File: src/rtl/ssbr_pkg.sv
package ssbr_pkg;

    localparam logic REQ_VICTIM = 1'b0;
    localparam logic REQ_UPDATE = 1'b1;

    localparam logic [1:0] RRPV_MAX  = 2'd3;
    localparam logic [1:0] RRPV_NEAR = 2'd1;
    localparam logic [1:0] RRPV_LONG = 2'd2;

    localparam logic [9:0] SEL_MID = 10'd512;
    localparam logic [9:0] SEL_MAX = 10'd1023;

    localparam logic [47:0] STRIDE_ONE = 48'd64;
    localparam logic [47:0] STRIDE_TWO = 48'd128;

    localparam logic signed [3:0] SCORE_MAX = 4'sd7;
    localparam logic signed [3:0] SCORE_MIN = -4'sd8;

    localparam logic signed [3:0] THRESH_RESET = 4'sd6;
    localparam logic [6:0]        NEAR_RESET   = 7'd5;

    localparam int unsigned REG_THRESH = 0;
    localparam int unsigned REG_NEAR   = 1;

    typedef struct packed {
        logic        req_type;
        logic [10:0] set_index;
        logic [3:0]  way_index;
        logic [15:0] valid_mask;
        logic [47:0] phys_addr;
        logic [47:0] pc;
        logic        is_hit;
        logic [6:0]  random_percent;
    } req_t;

    typedef struct packed {
        logic [3:0] victim_way;
        logic       bypassed;
        logic [1:0] inserted_rrpv;
    } rsp_t;

endpackage

File: src/rtl/ssbr_if.sv
interface ssbr_if #(parameter type T = logic);
    logic valid;
    logic ready;
    T     data;
    modport source (output valid, output data, input ready);
    modport sink (input valid, input data, output ready);
endinterface

File: src/rtl/ssbr_front.sv
module ssbr_front
    import ssbr_pkg::*;
(
    input  logic   clk,
    input  logic   rst_n,
    ssbr_if.sink   req,
    output logic   q_valid,
    output req_t   q_data,
    input  logic   q_pop
);
    // two-entry queue between front and back
    req_t       mem_reg [2];
    logic       wp_reg, rp_reg;
    logic [1:0] cnt_reg;
    logic       push;

    assign req.ready = (cnt_reg != 2'd2);
    assign push      = req.valid && req.ready;
    assign q_valid   = (cnt_reg != 2'd0);
    assign q_data    = mem_reg[rp_reg];

    always_ff @(posedge clk)
    begin
        if (push)
        begin
            mem_reg[wp_reg] <= req.data;
        end
    end

    always_ff @(posedge clk or negedge rst_n)
    begin
        if (!rst_n)
        begin
            wp_reg  <= 1'b0;
            rp_reg  <= 1'b0;
            cnt_reg <= 2'd0;
        end
        else
        begin
            if (push)
            begin
                wp_reg <= ~wp_reg;
            end
            if (q_pop)
            begin
                rp_reg <= ~rp_reg;
            end
            cnt_reg <= cnt_reg + {1'b0, push} - {1'b0, q_pop};
        end
    end
endmodule

File: src/flat_wrapper.sv
// flat-port wrapper written by rule: the top's interface ports become plain ports
module ssbr_front_flat import ssbr_pkg::*;
  (clk, rst_n, q_valid, q_data, q_pop, req_valid, req_data, req_ready);
  ssbr_if req_i ();
  input  logic clk;
  input  logic rst_n;
  output logic q_valid;
  output req_t q_data;
  input  logic q_pop;
  input wire logic [$bits(req_i.valid)-1:0] req_valid;
  input wire logic [$bits(req_i.data)-1:0] req_data;
  output wire logic [$bits(req_i.ready)-1:0] req_ready;
  assign req_i.valid = req_valid;
  assign req_i.data = req_data;
  assign req_ready = req_i.ready;
  ssbr_front u_core (.clk(clk), .rst_n(rst_n), .req(req_i), .q_valid(q_valid), .q_data(q_data), .q_pop(q_pop));
endmodule
File: config.mk
export PLATFORM = sky130hd
export DESIGN_NAME = ssbr_front_flat
export DESIGN_NICKNAME = d
export VERILOG_FILES = /design/src/rtl/ssbr_pkg.sv /design/src/rtl/ssbr_if.sv /design/src/rtl/ssbr_front.sv /design/src/flat_wrapper.sv
export SDC_FILE = /design/constraint.sdc
export NUM_CORES = 1
export LEC_CHECK = 0
export ABC_AREA = 1
export BUFFER_PORTS_ARGS = -buffer_cell sky130_fd_sc_hd__buf_2
export CORE_UTILIZATION = 25
export CTS_CLUSTER_DIAMETER = 60
export CTS_CLUSTER_SIZE = 10
export DETAILED_ROUTE_END_ITERATION = 6
export GPL_TIMING_DRIVEN = 0
export HOLD_SLACK_MARGIN = 0.12
export SLEW_MARGIN = 10
export SYNTH_ARGS = -nofsm -noshare
export SYNTH_HDL_FRONTEND = slang
export SYNTH_SLANG_ARGS = --single-unit
File: constraint.sdc
create_clock -name clk -period 3.3 [get_ports clk]
set_clock_uncertainty 0.2 [all_clocks]
set_input_delay 0.66 -clock clk [delete_from_list [all_inputs] [get_ports clk]]
set_output_delay 0.66 -clock clk [all_outputs]
set_load 0.05 [all_outputs]
### Word-level counts from Yosys, hierarchy flattened

Memories as Yosys holds them, arrays and structs flattened.
Cells that the tools add are included.
W data, S select, Z words.

* word-level logic and storage cells: 13
* input bits: 5
* RAM bits: 2
* memory bits (read-only): 0
* memories kept: 1
* latch bits: 0
* output and inout bits: 138
* register bits after elaboration: 4

Memories
* u_core.mem_reg: depth 2, width 1, read ports 1, clocked after memory_dff 0, write ports 1, line ssbr_front.sv:12 `req_t mem_reg [2];`

* reduce and logical (&&, ||, !) cells: 2
* equality and inequality tests: 1
* shifts and indexed selects: 0
* $lt $le $gt $ge: 0
* $mul: 0
* muxes and demuxes: 2
* add/sub/neg operators: 2
* bitwise logic cells: 2
* div/mod/pow operators: 0

Operators by type and width (number)
* $add A2 B1 Y2: 1
* $mux W1: 2
* $ne A2 B2 Y1 const B: 1
* $not A1 Y1: 2
* $reduce_bool A2 Y1: 1
* $sub A2 B1 Y2: 1
* $logic_and A1 B1 Y1: 1

### Depth between registers and ports, before layout

Gate-level depths: netlist of run 1.

* depth after elaboration: 4
* mapped depth: 8
* depth with buffers taken out: 8

### Worst setup path after synthesis of run 1

OpenSTA, ideal clock, no wires.

* kind: reg2out
* from: register u_core.rp_reg
* to: output port q_data[0] (netlist name)
* setup slack: 1643 ps
* stages on the path, launching flop included: 2
* arrival time: 797 ps
* required time: 2440 ps
* cells stage by stage: dfrtp_1 -> mux2_2

RTL lines
* from (decl): line ssbr_front.sv:13 `logic wp_reg, rp_reg;`
* from (signal assigned): line ssbr_front.sv:46 `rp_reg <= ~rp_reg;`
* to (decl): line flat_wrapper.sv:8 `output req_t q_data;`

==> results.toml, run 1 <==
[routing]
vias_per_cell = 2.422
wl_per_cell_um = 4.833
drtIter0Drc = 17
vias = 930
ant_nets = 0
drcViolationCount = 0
wirelength_um = 1856
firstDrtPassIters = 3

[power]
seqPwrFrac_pct = 14.3
switching_power_uw = 546.5
p_comb_share_pct = 73.2
power_density_mw_per_mm2 = 455.7
p_int_uw = 362.9
p_clk_share_pct = 12.5
switching_share_pct = 60.09
power.total_uw = 909.4
irDropWorstVdd_uv = 163.5
p_leak_nw = 1.382

[timing]
setup_viol = 0
finalCritPeriodShare_pct = 60.03
fmax_mhz = 504.8
period_minus_slack_ns = 1.981
fin_setup_tns_ns = 0
hold_ws_ns = 0.2747
setup_ws_ns = 1.319
hold_viol_final = 0
finalMaxSlewViolations = 0
rsz0062_at_grt = "false"

[finish]
drive_above_1_share_pct = 48.09
final_cells = 384
area_growth_pct = 51.76
final_cell_mix = "buf_4, conb_1, buf_2"
nets = 321
antenna_cells = 0

[setup_path]
cp-end-kind = "output port"
worst-r2r-setup-slack_ns = 2.02
reg2regPathDepth = 6
worstPathArrival_ns = 1.12
cp.required_ns = 2.44
path_class = "reg2out"
r2r_end = "u_core.cnt_reg[1]$_DFF_PN0_"
timing.rr.start = "u_core.cnt_reg[0]$_DFF_PN0_"
cp_max_fo = 2
start_kind = "register"

[grt]
grt_pass1_wl_um = 2201
grt_max_degree = 5
antenna_found_initial = 0
grt-ovfl-total = 0
grt_pass1_vias = 561
grt_usage_pct = 5.327

[logic_synthesis]
ys_warn_count = 0
synth_cell_types = 15
ys_ff_latch = 6
avgSynthCellArea_um2 = 7.827
netlist_area_mm2 = 0.001315
netlist_instances = 168
ys_seq_area_share_pct = 12.18

[cts]
cts_buffer_depth = 2
clkSinkCount = 6
cts_root_buffer = "clkbuf_8"
numCtsBuffers = 3
htree_levels = 1
clk_pin_slew_ns = 0.04
cts_setup_buffers = 0
clk-insertion-delay-late_ns = 0.22
cts_tree = "done"

[min_path]
min_from = "u_core.rp_reg$_DFFE_PN0P_"
worstHoldPathCells = 1
min_path_type = "reg2reg"
holdPathEnd = "u_core.rp_reg$_DFFE_PN0P_"

[run]
drv_cap = 0

[floorplanning]
die_area_mm2 = 0.005554
start_util_pct = 25.91
std_cell_rows = 26
io_pins = 143
die_x_um = 74.53
coreArea_mm2 = 0.005075
die_h_um = 74.53

[placed_design]
post-dp-hpwl_um = 1850
gp_congestion = 0.6459
io_buffers = 7
preCtsSetupSlack_ns = 1.538
place_inst = 379

[outcome]
status = "finished, final reports clean"
routing by layer:
layer / wire length, µm / vias up / global-route usage [%]
met5: 0 / - / 0
met4: 17 / 0 / 3.145
met3: 335 / 2 / 1.897
met2: 954 / 80 / 11.11
met1: 549 / 323 / 3.997
li1: - / 525 / -
critical path: stages (launching register included):
cell and delay, ns:
dfrtp_1 0.36, mux2_2 0.33, buf_2 0.21
worst max-delay path by stage:
stage	from	endpoint	slack (ns)	depth (start not counted)
5_1_grt	u_core.rp_reg$_DFFE_PN0P_	q_data[0]	1.27	2
2_1_floorplan	u_core.rp_reg$_DFFE_PN0P_	q_data[0]	1.64	1
6_report	u_core.rp_reg$_DFFE_PN0P_	q_data[0]	1.32	2
3_5_place_dp	u_core.rp_reg$_DFFE_PN0P_	q_data[0]	1.54	2
4_1_cts	u_core.rp_reg$_DFFE_PN0P_	q_data[0]	1.30	2
3_3_place_gp	u_core.rp_reg$_DFFE_PN0P_	q_data[0]	1.55	2
final cells by class:
type	count	area, µm²
multi-input cells	154	618.1
clock buffers	4	45.04
fillers	546	3079
well taps	70	87.58
plain buffers	135	1013
inverters	7	26.28
flip-flops and latches	6	160.2
repair buffers	8	45.04
cells by family after synthesis:
| kind of cell | synth area share (%) |
|---|---|
| other | 0.2852 |
| multiplexers | 0.8563 |
| flip-flops | 12.18 |
| AND/OR/NAND/NOR | 4.947 |
| XOR/XNOR | 1.332 |
| AO/OA/AOI/OAI | 0.3802 |
| buffers and inverters | 79.07 |
| adder cells (fa/ha/maj) | 0.9513 |
cells in the mapped netlist:
library cell | instances | area (µm²)
nand2_2 | 2 | 12.51
mux2_2 | 1 | 11.26
nand3_1 | 2 | 10.01
xor2_1 | 2 | 17.52
inv_2 | 1 | 3.750
inv_1 | 6 | 22.52
edfxtp_1 | 2 | 60.06
ha_1 | 1 | 12.51
nand2_1 | 6 | 22.52
dfrtp_1 | 4 | 100.1
nor2_2 | 2 | 12.51
buf_4 | 135 | 1013
conb_1 | 1 | 3.750
a21oi_1 | 1 | 5.000
nor2_1 | 2 | 7.510
repair_timing:
action | CTS | global route
hold buffers | 1 | 0
endpoints found under the hold margin | 4 | 0
gates resized for setup | 0 | 0
power by group through the flow:
stage	combinational, mW	sequential [mW]	clock (mW)
3_3_place_gp	0.655	0.130	0
3_5_place_dp	0.659	0.131	0
4_1_cts	0.661	0.131	0.116
2_1_floorplan	0.620	0.127	0
6_report	0.666	0.130	0.114
5_1_grt	0.706	0.136	0.122
through the flow:
stage                     util (%)  cell area, µm²
final                        39.32            1996
after CTS                    39.32            1996
after floorplan                  -            1818
after global routing         39.32            1996
after detailed placement     38.24            1941
after global placement       38.24            1941
Note: power is estimated with default switching activity, not from simulation.
==> inputs of run 2 (changes only) <==
--- a/config.mk
+++ b/config.mk
@@ -5,7 +5,7 @@
 export SDC_FILE = /design/constraint.sdc
 export NUM_CORES = 1
 export LEC_CHECK = 0
-export ABC_AREA = 1
+export ABC_AREA = 0
 export BUFFER_PORTS_ARGS = -buffer_cell sky130_fd_sc_hd__buf_2
 export CORE_UTILIZATION = 25
 export CTS_CLUSTER_DIAMETER = 60
==> constraint.sdc (replaced) <==
create_clock -name clk -period 1.6 [get_ports clk]
set_clock_uncertainty 0.2 [all_clocks]
set_input_delay 0.32 -clock clk [delete_from_list [all_inputs] [get_ports clk]]
set_output_delay 0.32 -clock clk [all_outputs]
set_load 0.05 [all_outputs]
==> run 2 against run 1 <==
Via count fell by 2.7%. Combinational power rose by 130%. Die area fell by 1.0%. Hold slack got worse by 0.034 ns. Highest routed layer is now met3. Synthesized cell count fell by 6.5%.
==> results.toml, run 2 <==
[routing]
wl_per_cell_um = 5.400
drtIter0Drc = 7
ant_nets = 0
wirelength_um = 2025
drcViolationCount = 0
firstDrtPassIters = 3
vias_per_cell = 2.413
vias = 905

[floorplanning]
die_area_mm2 = 0.005497
io_pins = 143
start_util_pct = 26.67
die_x_um = 74.15
std_cell_rows = 25
coreArea_mm2 = 0.004880
die_h_um = 74.15

[grt]
grt-ovfl-total = 0
grt_pass1_wl_um = 2490
gr-usage-met3_pct = 1.897
grt_usage_pct = 5.746
grt_use_met2_pct = 12.02
met1_usage_pct = 4.719
grt_max_degree = 5
busiest_layer = "met2"
antenna_found_initial = 0
grt_pass1_vias = 603

[timing]
period_minus_slack_ns = 1.590
finalMaxSlewViolations = 0
hold_viol_final = 0
fmax_mhz = 628.9
finalCritPeriodShare_pct = 99.39
setup_viol = 0
rsz0062_at_grt = "true"

[logic_synthesis]
synth.largest_area_cell = "buf_4"
ys_seq_area_share_pct = 12.31
yosysMostFrequentCell = "buf_4"
yosys-top-cells-area = "buf_4, dfrtp_1, edfxtp_1, xnor2_1, xor2_1"
netlist_area_mm2 = 0.001301
ys_top_cells_by_count = "buf_4, dfrtp_1"
avgSynthCellArea_um2 = 8.288
synth_cell_types = 16
synth_edf_count = 2
ys.flop_type = "dfrtp_1"
ys_warn_count = 0
netlist_instances = 157
synth_top_area_share_pct = 77.88
ys_ff_latch = 6
synthArstFlopShare_pct = 66.67

[setup_path]
cp_max_fo = 2
path_class = "reg2out"
start_kind = "register"
reg2regPathDepth = 5
cp-end-kind = "output port"
worstPathArrival_ns = 1.07
cp.required_ns = 1.08

[run]
drv_cap = 0

[finish]
nets = 315
area_growth_pct = 58.46
antenna_cells = 0
final_cell_mix = "buf_4, conb_1, buf_2, dfrtp_1"
drive_above_1_share_pct = 49.68
layout_commonest_cell = "buf_4"
fin_util_pct = 42.26
fillers = 522

[cts]
clk-insertion-delay-late_ns = 0.22
clkSinkCount = 6
cts_buffer_depth = 2
numCtsBuffers = 3
cts_root_buffer = "clkbuf_8"
htree_levels = 1
clk_pin_slew_ns = 0.04
cts_tree = "done"

[power]
power.total_mw = 2.052
power_density_mw_per_mm2 = 995.1
p_leak_nw = 1.393
irDropWorstVdd_uv = 373.4

[min_path]
min_path_type = "in2async"

[outcome]
status = "finished, final reports clean"

[placed_design]
io_buffers = 7
gp_congestion = 0.6423
==> run 2: changes by cell type after synthesis, sizes merged <==
cell,change
and3,+1
nand2b,+1
nor2b,+1
a21oi,-1
nand2,-6
xnor2,+2
mux2i,+1
or2,+1
inv,-6
nand3,-2
nor2,-3
==> run 2: cell families (layout without fill, tap and decap cells) <==
group | Yosys count | in the layout | synth area share, %
DFF | 6 | 6 | 12.31
and+or+nand+nor | 7 | 7 | 3.942
other | 1 | 135 | 0.2882
xor gates and xnor gates | 4 | 4 | 2.693
adders and majority gates | 1 | 1 | 0.9614
buffers and inverters | 136 | 153 | 78.17
muxes | 2 | 2 | 1.635
==> run 2: layer usage <==
metal | part of all wire (%) | up-vias
met1 | 25 | 323
met4 | 0 | 0
li1 | - | 506
met5 | 0 | -
met3 | 18 | 0
met2 | 57 | 76
==> run 2: critical path, stage by stage (launching register included) <==
cell     delay [ns]
dfrtp_1        0.39
mux2_4         0.31
buf_8          0.15
==> run 2: timing repair <==
action,in CTS,in global routing
setup buffers,3,0
resized for setup,6,4
endpoints found under the hold margin,7,0
hold buffers,3,0
setup endpoints to repair,2,3
==> run 2: through the flow <==
stage	hold WS, ns	worst slack (ns)	instance area [µm²]	setup TNS, ns	cells
floorplan	-0.1756	0.1697	1804	0	291
global placement	-0.06810	0.07462	1923	0	365
detailed placement	-0.06528	0.03069	1923	0	365
CTS	0.2417	0.005379	2039	0	375
global route	0.2467	-0.01871	2062	-0.01871	375
finish	0.2410	0.009834	2062	0	375
==> run 2: path summary, 6_finish.rpt <==
check,end,startpoint,slack (ns)
max,q_data[0],u_core.rp_reg$_DFFE_PN0P_,0.01
max in group asynchronous,u_core.wp_reg$_DFFE_PN0P_,rst_n,0.84
min,u_core.rp_reg$_DFFE_PN0P_,rst_n,0.24
min reg2reg,u_core.wp_reg$_DFFE_PN0P_,u_core.wp_reg$_DFFE_PN0P_,0.30
min in group clk,u_core.cnt_reg[1]$_DFF_PN0_,q_pop,0.25
max reg2reg,u_core.cnt_reg[1]$_DFF_PN0_,u_core.cnt_reg[0]$_DFF_PN0_,0.12
==> run 2: power by group <==
| group | total, mW | switching [mW] | internal [mW] |
|---|---|---|---|
| sequential | 0.273 | 0.0446 | 0.229 |
| clock | 0.242 | 0.0700 | 0.172 |
| combinational | 1.54 | 1.02 | 0.514 |
| total | 2.05 | 1.14 | 0.914 |
==> run 2: layout make-up <==
cell class	instances	area, µm²	share of cell area [%]
Clock buffer	4	45.04	2.184
Buffer	135	1013	49.15
Multi-Input combinational cell	149	645.6	31.31
Timing Repair Buffer	13	110.1	5.340
Inverter	1	3.754	0.1820
Sequential cell	6	160.2	7.767
Tap cell	67	83.83	4.066
